==> src/sv/palette_dither_engine_unit_macros.svh <==
// ---------------------------------------------------------------------------
// Palette dither engine assertion macros
// Shared property wrappers, clocked on clk and disabled while arst_n is low.
// ---------------------------------------------------------------------------
`ifndef PALETTE_DITHER_ENGINE_UNIT_MACROS_SVH
`define PALETTE_DITHER_ENGINE_UNIT_MACROS_SVH

// same-cycle implication
`define PDE_ASSERT_SAME(lbl, ante, cons, msg) \
	lbl: assert property (@(posedge clk) disable iff (!arst_n) (ante) |-> (cons)) \
		else $error(msg);

// next-cycle implication
`define PDE_ASSERT_NEXT(lbl, ante, cons, msg) \
	lbl: assert property (@(posedge clk) disable iff (!arst_n) (ante) |=> (cons)) \
		else $error(msg);

`endif

==> src/sv/pde_pkg.sv <==
// ---------------------------------------------------------------------------
// Palette dither engine package
// Shared constants, codes, the Bayer table and controller/datapath types.
// ---------------------------------------------------------------------------
package pde_pkg;

	localparam int MAX_WIDTH_DEF     = 1024;
	localparam int PALETTE_DEPTH_DEF = 256;
	localparam int ROWS              = 3;
	localparam int CH_W              = 10;
	localparam int ERR_W             = 3 * CH_W;
	localparam int COL_W             = 8;
	localparam int CFG_IDX_W         = 3;
	localparam int CFG_DATA_W        = 16;
	localparam int IMG_W_W           = 11;
	localparam int IMG_H_W           = 16;
	localparam int PAL_CNT_W         = 9;

	localparam logic [IMG_W_W-1:0]   WIDTH_RST  = 11'd1024;
	localparam logic [IMG_H_W-1:0]   HEIGHT_RST = 16'd1;
	localparam logic [PAL_CNT_W-1:0] PCOUNT_RST = 9'd256;

	typedef enum logic [1:0] {
		MODE_PASS  = 2'd0,
		MODE_FS    = 2'd1,
		MODE_ATK   = 2'd2,
		MODE_BAYER = 2'd3
	} mode_t;

	typedef enum logic [CFG_IDX_W-1:0] {
		CFG_MODE   = 3'd0,
		CFG_WIDTH  = 3'd1,
		CFG_HEIGHT = 3'd2,
		CFG_PCOUNT = 3'd3
	} cfg_idx_t;

	typedef enum logic {
		OP_PAL   = 1'b0,
		OP_PIXEL = 1'b1
	} op_t;

	typedef enum logic [3:0] {
		ST_CLEAR,
		ST_IDLE,
		ST_ADJ,
		ST_SEARCH,
		ST_DRAIN1,
		ST_DRAIN2,
		ST_PAL,
		ST_ERR,
		ST_SP_RD,
		ST_SP_WR,
		ST_FINISH
	} state_t;

	typedef struct packed {
		logic accept;
		logic adj;
		logic srch_issue;
		logic best_load;
		logic err_calc;
		logic sp_rd;
		logic sp_wr;
		logic tgt_next;
		logic finish;
		logic clr_step;
	} cmd_t;

	typedef struct packed {
		logic  op_pixel;
		mode_t mode;
		logic  srch_last;
		logic  tgt_en;
		logic  tgt_last;
		logic  out_free;
		logic  last_col;
		logic  clr_last;
	} sts_t;

	localparam logic [3:0] BAYER [16] = '{
		4'd0,  4'd8,  4'd2,  4'd10,
		4'd12, 4'd4,  4'd14, 4'd6,
		4'd3,  4'd11, 4'd1,  4'd9,
		4'd15, 4'd7,  4'd13, 4'd5
	};

	// divide by a power of two, truncating toward zero
	function automatic logic signed [12:0] div_pow2(input logic signed [12:0] v,
			input logic [2:0] sh);
		logic signed [12:0] bias;
		bias = (v < 0) ? ((13'sd1 <<< sh) - 13'sd1) : 13'sd0;
		return (v + bias) >>> sh;
	endfunction

endpackage

==> src/sv/pde_ctrl.sv <==
// ---------------------------------------------------------------------------
// Palette dither engine controller
// Sequences accept, palette search, error diffusion, result and row clearing.
// ---------------------------------------------------------------------------
module pde_ctrl
	import pde_pkg::*;
(
	input  logic clk,
	input  logic arst_n,
	input  logic in_valid,
	output logic in_ready,
	input  sts_t sts,
	output cmd_t cmd
);

	state_t state_q, state_d;

	always_ff @(posedge clk or negedge arst_n) begin
		if (!arst_n) state_q <= ST_CLEAR;
		else state_q <= state_d;
	end

	always_comb begin
		state_d  = state_q;
		cmd      = '0;
		in_ready = 1'b0;
		case (state_q)
			ST_CLEAR: begin
				cmd.clr_step = 1'b1;
				if (sts.clr_last) state_d = ST_IDLE;
			end
			ST_IDLE: begin
				in_ready = 1'b1;
				if (in_valid) begin
					cmd.accept = 1'b1;
					if (sts.op_pixel) state_d = ST_ADJ;
				end
			end
			ST_ADJ: begin
				cmd.adj = 1'b1;
				if (sts.mode == MODE_PASS) state_d = ST_FINISH;
				else state_d = ST_SEARCH;
			end
			ST_SEARCH: begin
				cmd.srch_issue = 1'b1;
				if (sts.srch_last) state_d = ST_DRAIN1;
			end
			ST_DRAIN1: state_d = ST_DRAIN2;
			ST_DRAIN2: begin
				if (sts.mode == MODE_BAYER) state_d = ST_FINISH;
				else state_d = ST_PAL;
			end
			ST_PAL: begin
				cmd.best_load = 1'b1;
				state_d = ST_ERR;
			end
			ST_ERR: begin
				cmd.err_calc = 1'b1;
				state_d = ST_SP_RD;
			end
			ST_SP_RD: begin
				if (sts.tgt_en) begin
					cmd.sp_rd = 1'b1;
					state_d = ST_SP_WR;
				end else if (sts.tgt_last) begin
					state_d = ST_FINISH;
				end else begin
					cmd.tgt_next = 1'b1;
				end
			end
			ST_SP_WR: begin
				cmd.sp_wr = 1'b1;
				if (sts.tgt_last) begin
					state_d = ST_FINISH;
				end else begin
					cmd.tgt_next = 1'b1;
					state_d = ST_SP_RD;
				end
			end
			ST_FINISH: begin
				if (sts.out_free) begin
					cmd.finish = 1'b1;
					if (sts.last_col) state_d = ST_CLEAR;
					else state_d = ST_IDLE;
				end
			end
			default: state_d = ST_IDLE;
		endcase
	end

endmodule

==> config.mk <==
export PLATFORM = sky130hd
export DESIGN_NAME = pde_ctrl
export DESIGN_NICKNAME = d
export VERILOG_FILES = /design/src/sv/palette_dither_engine_unit_macros.svh /design/src/sv/pde_pkg.sv /design/src/sv/pde_ctrl.sv
export SDC_FILE = /design/constraint.sdc
export NUM_CORES = 1
export LEC_CHECK = 0
export BUFFER_PORTS_ARGS = -buffer_cell sky130_fd_sc_hd__buf_2
export CELL_PAD_IN_SITES_DETAIL_PLACEMENT = 0
export CELL_PAD_IN_SITES_GLOBAL_PLACEMENT = 2
export CORE_UTILIZATION = 28
export CTS_BUF_LIST = sky130_fd_sc_hd__clkbuf_4 sky130_fd_sc_hd__clkbuf_8
export CTS_CLUSTER_DIAMETER = 60
export DETAILED_ROUTE_END_ITERATION = 8
export GPL_TIMING_DRIVEN = 0
export PLACE_DENSITY = 0.93
export SLEW_MARGIN = 20
export SYNTH_ARGS = -nofsm -noshare
export SYNTH_HDL_FRONTEND = slang
export SYNTH_SLANG_ARGS = --single-unit
==> constraint.sdc <==
create_clock -name clk -period 3.1 [get_ports clk]
set_input_delay 0.155 -clock clk [delete_from_list [all_inputs] [get_ports clk]]
set_output_delay 0.155 -clock clk [all_outputs]
set_load 0.05 [all_outputs]
## Yosys cells after proc, flatten, opt, wreduce, memory -nomap -nowiden

Index checks and enable logic that the tools add are counted.

| word-level totals | value |
|---|---|
| register bits after elaboration | 4 |
| bits in latches | 0 |
| memory bits (writable) | 0 |
| bits in read-only memories | 0 |
| input bits | 12 |
| word-level logic and storage cells | 49 |
| memories kept | 0 |

| cells by class | value |
|---|---|
| $add $sub $neg | 0 |
| multipliers | 0 |
| divide/modulo/power cells | 0 |
| order comparisons | 0 |
| equal/unequal tests | 17 |
| shifts and indexed selects | 0 |
| mux-type cells | 28 |
| bitwise operators | 0 |
| reduce and logical (&&, ||, !) cells | 3 |

Operators by type and width:

| kind | count |
|---|---|
| one-hot mux 4 bit (11 select lines) | 1 |
| two-way mux 4 bit | 9 |
| equality test 4 x 3 -> 1 bit, second input constant | 4 |
| two-way mux 1 bit | 16 |
| equality test 4 bit, second input constant | 3 |
| inequality test 2 bit, second input constant | 5 |
| equality test 4 x 2 -> 1 bit, second input constant | 2 |
| AND reduction 6 bit | 1 |
| equality test 4 x 1 -> 1 bit, second input constant | 1 |
| zero test 4 bit | 1 |
| inequality test 3 bit, second input constant | 1 |
| equality test 2 bit, second input constant | 1 |
| zero test 2 bit | 1 |
| two-way mux 2 bit | 1 |
| one-hot mux 1 bit (2 select lines) | 1 |

## Longest topological paths before layout

Gate-level depths: netlist of the first run.

| depth | value |
|---|---|
| word-level depth | 3 |
| depth in mapped cells | 5 |

## Worst setup path after synthesis of the first run

Ideal clock, no wire load.

| timing path | value |
|---|---|
| path type | register -> output |
| start | register state_q[2] |
| end | output port cmd[2] (netlist name) |
| arrival | 3117 ps |
| setup slack | -172 ps |
| cell stages (with the launch flop) | 3 |
| path through | dfrtp_1 > nand2b_1 > a2111oi_0 |

RTL lines:

| item | line | text |
|---|---|---|
| start, declared | pde_ctrl.sv:16 | `state_t state_q, state_d;` |
| start signal, assigned | pde_ctrl.sv:20 | `else state_q <= state_d;` |
| end, declared | pde_ctrl.sv:13 | `output cmd_t cmd` |

==> flow_summary.ini, run 1 <==
[status]
outcome = complete, no violations

[sta]
crit_share_post_route_pct = 58.7
worst_margin_pin_slew_ns = 0.335
timing.final.crit_period_ns = 1.82
final_max_slew_viol_count = 0
achievable-frequency_mhz = 549
timing_hold_violations_final = 0
timing.final.setup_violations = 0
fin_skew_ns = 0.00265
timing.max_slew.rel_slack_pct = 77.6
final.setup.tns_ns = 0
hold_ws_ns = 0.256
rsz0062_at_grt = no

[layout]
largest_register_by_flop_count = state_q
multiInputGateArea_um2 = 357
final_core_util_pct = 42.3
largestRegisters = state_q x4
number_of_antenna_repair_diodes = 0
post_route_cells_drive_above_1_share_pct = 44.0
regArea_um2 = 100
largest_register_ffs = 4
fillers = 175
area.growth.synth_to_final_pct = 34.8
fin_nets = 98
instances_no_fill = 108

[floorplan]
fp.coreArea_mm2 = 0.00159
start_util_pct = 31.4
placement_rows = 14
die_h_um = 44.3
fp.dieArea_mm2 = 0.00196
chipWidth_um = 44.3
floorplan.io_pins = 23

[cts]
clock_transition_at_the_registers_of_the_reported_paths_ns = 0.04
clock_tree.buffer_depth = 2
cts.root.buffer_cell = clkbuf_4
tritoncts = built
worstSkewPairLatency_ns = 0.23
clock_sink_count = 4
htree_levels = 1
cts_made_buffers = 3

[setup_path]
startpoint_type = register
critical_path.max_stage_delay_ns = 0.43
cp_max_fanout = 10
crit-reg2reg-launch = state_q[3]
worstPathArrival_ns = 1.67
worstSetupEndpointType = primary output
timing.critical_path.required_ns = 2.94
crit_top_cell = buf_2
crit_path_cell_trace = buf_2, inv_1, a2111oi_1, buf_2
critical_path_origin = state_q[0]
crit_slowest_cell = dfrtp_1
criticalPathCategory = reg -> out

[placed_design]
gp_congestion = 0.735
port_buffers = 22
detailed_place_hpwl_um = 1010
placedCellCount = 104

[detailed_routing]
route.final.wire_length_um = 1310
route.detailed.vias_per_inst = 4.81
drc = 0
routedWlPerCell_um = 12.1
drt_first_pass_iters = 4
via_count = 519
first_iter_violations = 7
final_antenna_net_count = 0

[hold_path]
worstHoldPathType = in -> async

[logic_synthesis]
synth_area_leader_cell = dfrtp_1
syn-num-nets = 70
ys.flop_type = dfrtp_1
syn_area_um2 = 500
yosysWarningCount = 0
post_synth_top_area_share_pct = 20.0
ys_seq_area_share_pct = 20.0
synthesis.instances = 58
synth.avg_cell_area_um2 = 8.63
ff_latch_count_synth = 4
synth.area.top_cells = dfrtp_1 20%, mux2_4 6.0%, nor4bb_4 5.0%, buf_6 4.5%, and3_1 3.8%
synth_edf_count = 0
netlist-cell-type-count = 35
synth_async_reset_ratio_pct = 100

[grt]
track_usage_pct = 14.3
largest_net_degree_at_the_start_of_global_routing = 11
grt_overflow_total = 0
grt_pass1_wl_um = 2090
antenna_violations_before_repair = 0
grt_pass1_vias = 458

[power_and_ir_drop]
static-leakage-power_nw = 0.345
worst_ir_drop_vdd_mv = 0.508
cell_pwr_density_mw_per_mm2 = 1060

[flow_run]
maxCapViolations = 0
placed cells by master, fill, tap and decap left out, types with 3 or more instances in the layout:
cell / n
clkbuf_4: 3
nor2_1: 3
nor3_1: 3
dfrtp_1: 4
nor2b_1: 3
buf_2: 25
and3_1: 3
o21ai_0: 3
logic make-up after synthesis:
family,Yosys count,synth area share (%)
AOI/OAI and AO/OA,14,20.3
buffers and inverters,7,9.00
DFF,4,20.0
muxes,2,6.00
and+or+nand+nor,31,44.8
where the power goes:
| part | total (W) | switching (W) | internal [W] |
|---|---|---|---|
| logic | 0.000536 | 0.000321 | 0.000215 |
| clock network | 0.0000619 | 0.0000188 | 0.0000431 |
| registers | 0.000116 | 0.0000398 | 0.0000761 |
per-layer routing:
metal / track usage, % / vias up / part of all wire, %
met2: 20.0 / 14 / 45
met3: 2.86 / 0 / 3.7
met4: 5.45 / 0 / 0
met5: 0 / - / 0
li1: - / 273 / -
met1: 21.4 / 232 / 51
Yosys cell counts (2+ instances only):
cell	n
buf_2	3
o21ai_0	3
nand2_1	2
nand2b_1	2
nor4_1	2
inv_1	2
and3b_1	2
buf_6	2
nor2_1	3
dfrtp_1	4
nor3_1	3
a21oi_1	2
nor2b_1	3
mux2_4	2
and3_1	3
area by class of cell:
type | count | share of cell area [%]
multi-input cells | 47 | 52.9
repair buffers | 23 | 17.8
flip-flops and latches | 4 | 14.8
plain buffers | 5 | 5.57
well taps | 24 | 4.45
clock buffers | 3 | 3.34
inverters | 2 | 1.11
critical path: cells and delay by family (launching register included):
kind | cells | cell delay, ns
buffers and inverters | 3 | 0.68
flip-flops | 1 | 0.43
AO/OA/AOI/OAI | 1 | 0.33
stage by stage:
stage / worst slack (ns) / cell area (µm²) / power, W
final: 1.28 / 674 / 0.000714
after global routing: 1.11 / 674 / 0.000764
after CTS: 1.28 / 674 / 0.000718
after detailed placement: 1.52 / 642 / 0.000650
after global placement: 1.52 / 642 / 0.000647
after floorplan: 0.507 / 502 / 0.000545
path summary, 6_finish.rpt:
path | slack (ns) | cells after the start | endpoint
worst min register to register | 0.77 | 3 | state_q[0]
worst min-delay path | 0.26 | 2 | state_q[0]
worst max register to register | 1.52 | 4 | state_q[1]
max in group asynchronous | 2.73 | 2 | state_q[2]
worst max-delay path | 1.28 | 4 | cmd[2]
min in group clk | 0.33 | 4 | state_q[0]
what timing repair did:
item | 4_1_cts | 5_1_grt
gates resized for setup | 0 | 0
setup buffers | 0 | 0
endpoints found under the hold margin | 4 | 0
hold buffers | 1 | 0
Power figures use the tool's default switching activity.
==> run 2, diff against run 1 <==
- CORE_UTILIZATION: 28 -> 23
- PLACE_DENSITY: 0.93 -> 0.82
- clock period: 3.1 -> 1.6 ns (I/O delays scaled with it)
==> flow_summary.ini, run 2 (synthesis gave the netlist of run 1 again) <==
[status]
outcome = complete, no violations

[cts]
cts_made_buffers = 3
htree_levels = 1
clock_sink_count = 4
clock_transition_at_the_registers_of_the_reported_paths_ns = 0.05
tritoncts = built
clock_tree.buffer_depth = 2
worstSkewPairLatency_ns = 0.24
cts.root.buffer_cell = clkbuf_4

[sta]
crit_share_post_route_pct = 96.4
worst_slack_ns = 0.0572
fin_skew_ns = 0.0111
final_max_slew_viol_count = 0
timing.final.setup_violations = 0
timing_hold_violations_final = 0
worst_margin_pin_slew_ns = 0.289
timing.final.crit_period_ns = 1.54
timing.max_slew.rel_slack_pct = 80.5
achievable-frequency_mhz = 648
rsz0062_at_grt = yes

[placed_design]
detailed_place_hpwl_um = 1020
place_ws_ns = 0.0666
placed_cell_area_um2 = 687
placedCellCount = 107
port_buffers = 22
gp_congestion = 0.783

[grt]
grt_pass1_vias = 530
grt_pass1_wl_um = 2390
largest_net_degree_at_the_start_of_global_routing = 11
antenna_violations_before_repair = 0
track_usage_pct = 13.3
grt_overflow_total = 0

[layout]
final_cell_area_um2 = 803
number_of_antenna_repair_diodes = 0
area.growth.synth_to_final_pct = 60.5
fin_nets = 101
largest_register_ffs = 4
largest_register_by_flop_count = state_q
instances_no_fill = 115
post_route_cells_drive_above_1_share_pct = 56.8
final_cell_mix = 17 x buf_2, 6 x buf_6, 6 x buf_4
fillers = 205
most_common_cell_after_layout_fill_and_taps_aside = buf_2
largestRegisters = state_q x4

[hold_path]
worstHoldPathType = in -> async

[power_and_ir_drop]
worst_ir_drop_vdd_mv = 0.729
static-leakage-power_nw = 0.379
cell_pwr_density_mw_per_mm2 = 2050

[detailed_routing]
first_iter_violations = 14
via_count = 569
drc = 0
route.final.wire_length_um = 1400
routedWlPerCell_um = 12.1
final_antenna_net_count = 0
route.detailed.vias_per_inst = 4.95
drt_first_pass_iters = 4

[floorplan]
start_util_pct = 25.0
fp.dieArea_mm2 = 0.00237
chipWidth_um = 48.6
placement_rows = 16
fp.coreArea_mm2 = 0.00200
floorplan.io_pins = 23
die_h_um = 48.6

[setup_path]
startpoint_type = register
timing.critical_path.required_ns = 1.52
r2r_slack_ns = 0.07
worstPathArrival_ns = 1.46
worstSetupEndpointType = primary output
criticalPathCategory = reg -> out
cp_max_fanout = 10

[flow_run]
maxCapViolations = 0
run 2: report_power, final:
group          total [W]  leakage, nW  switching, W  internal [W]
logic            0.00125        0.315      0.000700      0.000552
clock network   0.000156       0.0184     0.0000451      0.000111
registers       0.000235       0.0457     0.0000815      0.000153
total            0.00164        0.379      0.000827      0.000816
run 2: layout make-up:
class	instances	area, µm²	share of cell area [%]
multi-input cells	47	413	51.4
repair buffers	26	169	21.0
flip-flops and latches	4	104	12.9
plain buffers	5	46.3	5.76
well taps	27	33.8	4.21
clock buffers	4	30.0	3.74
inverters	2	7.51	0.935
run 2: routing by layer:
| metal | vias to the layer above | track usage (%) | part of all wire, % |
|---|---|---|---|
| met1 | 263 | 16.4 | 43 |
| li1 | 286 | - | - |
| met3 | 0 | 3.46 | 5.5 |
| met2 | 20 | 20.8 | 51 |
| met4 | 0 | 7.35 | 0 |
| met5 | - | 0 | 0 |
run 2: per-stage QoR:
| step | power, W | utilization [%] | TNS [ns] | hold WS (ns) |
|---|---|---|---|---|
| after detailed placement | 0.00135 | 34.3 | 0 | -0.116 |
| after global placement | 0.00134 | 34.3 | 0 | -0.118 |
| final | 0.00164 | 40.1 | 0 | 0.182 |
| after floorplan | 0.00114 | - | -1.23 | -0.216 |
| after global routing | 0.00177 | 40.1 | -0.0205 | 0.181 |
| after CTS | 0.00155 | 37.3 | 0 | 0.157 |
run 2: timing repair:
action	in CTS	in global routing
setup endpoints to repair	6	9
resized for setup	8	9
setup buffers	0	3
pin swaps	0	1
hold buffers	1	0
hold endpoints to repair	4	0
run 2: path summary, 6_finish.rpt:
| kind | from | to | cells past startpoint |
|---|---|---|---|
| max in group asynchronous | arst_n | state_q[0] | 2 |
| min reg2reg | state_q[0] | state_q[2] | 3 |
| min in group clk | sts[8] | state_q[2] | 5 |
| max reg2reg | state_q[1] | state_q[1] | 5 |
| min | arst_n | state_q[3] | 2 |
| max | state_q[1] | cmd[5] | 4 |
run 2: critical path, cell delays in order, from the launching register on:
cell,delay [ns]
dfrtp_1,0.39
buf_6,0.16
clkbuf_4,0.22
and4b_1,0.20
buf_2,0.26
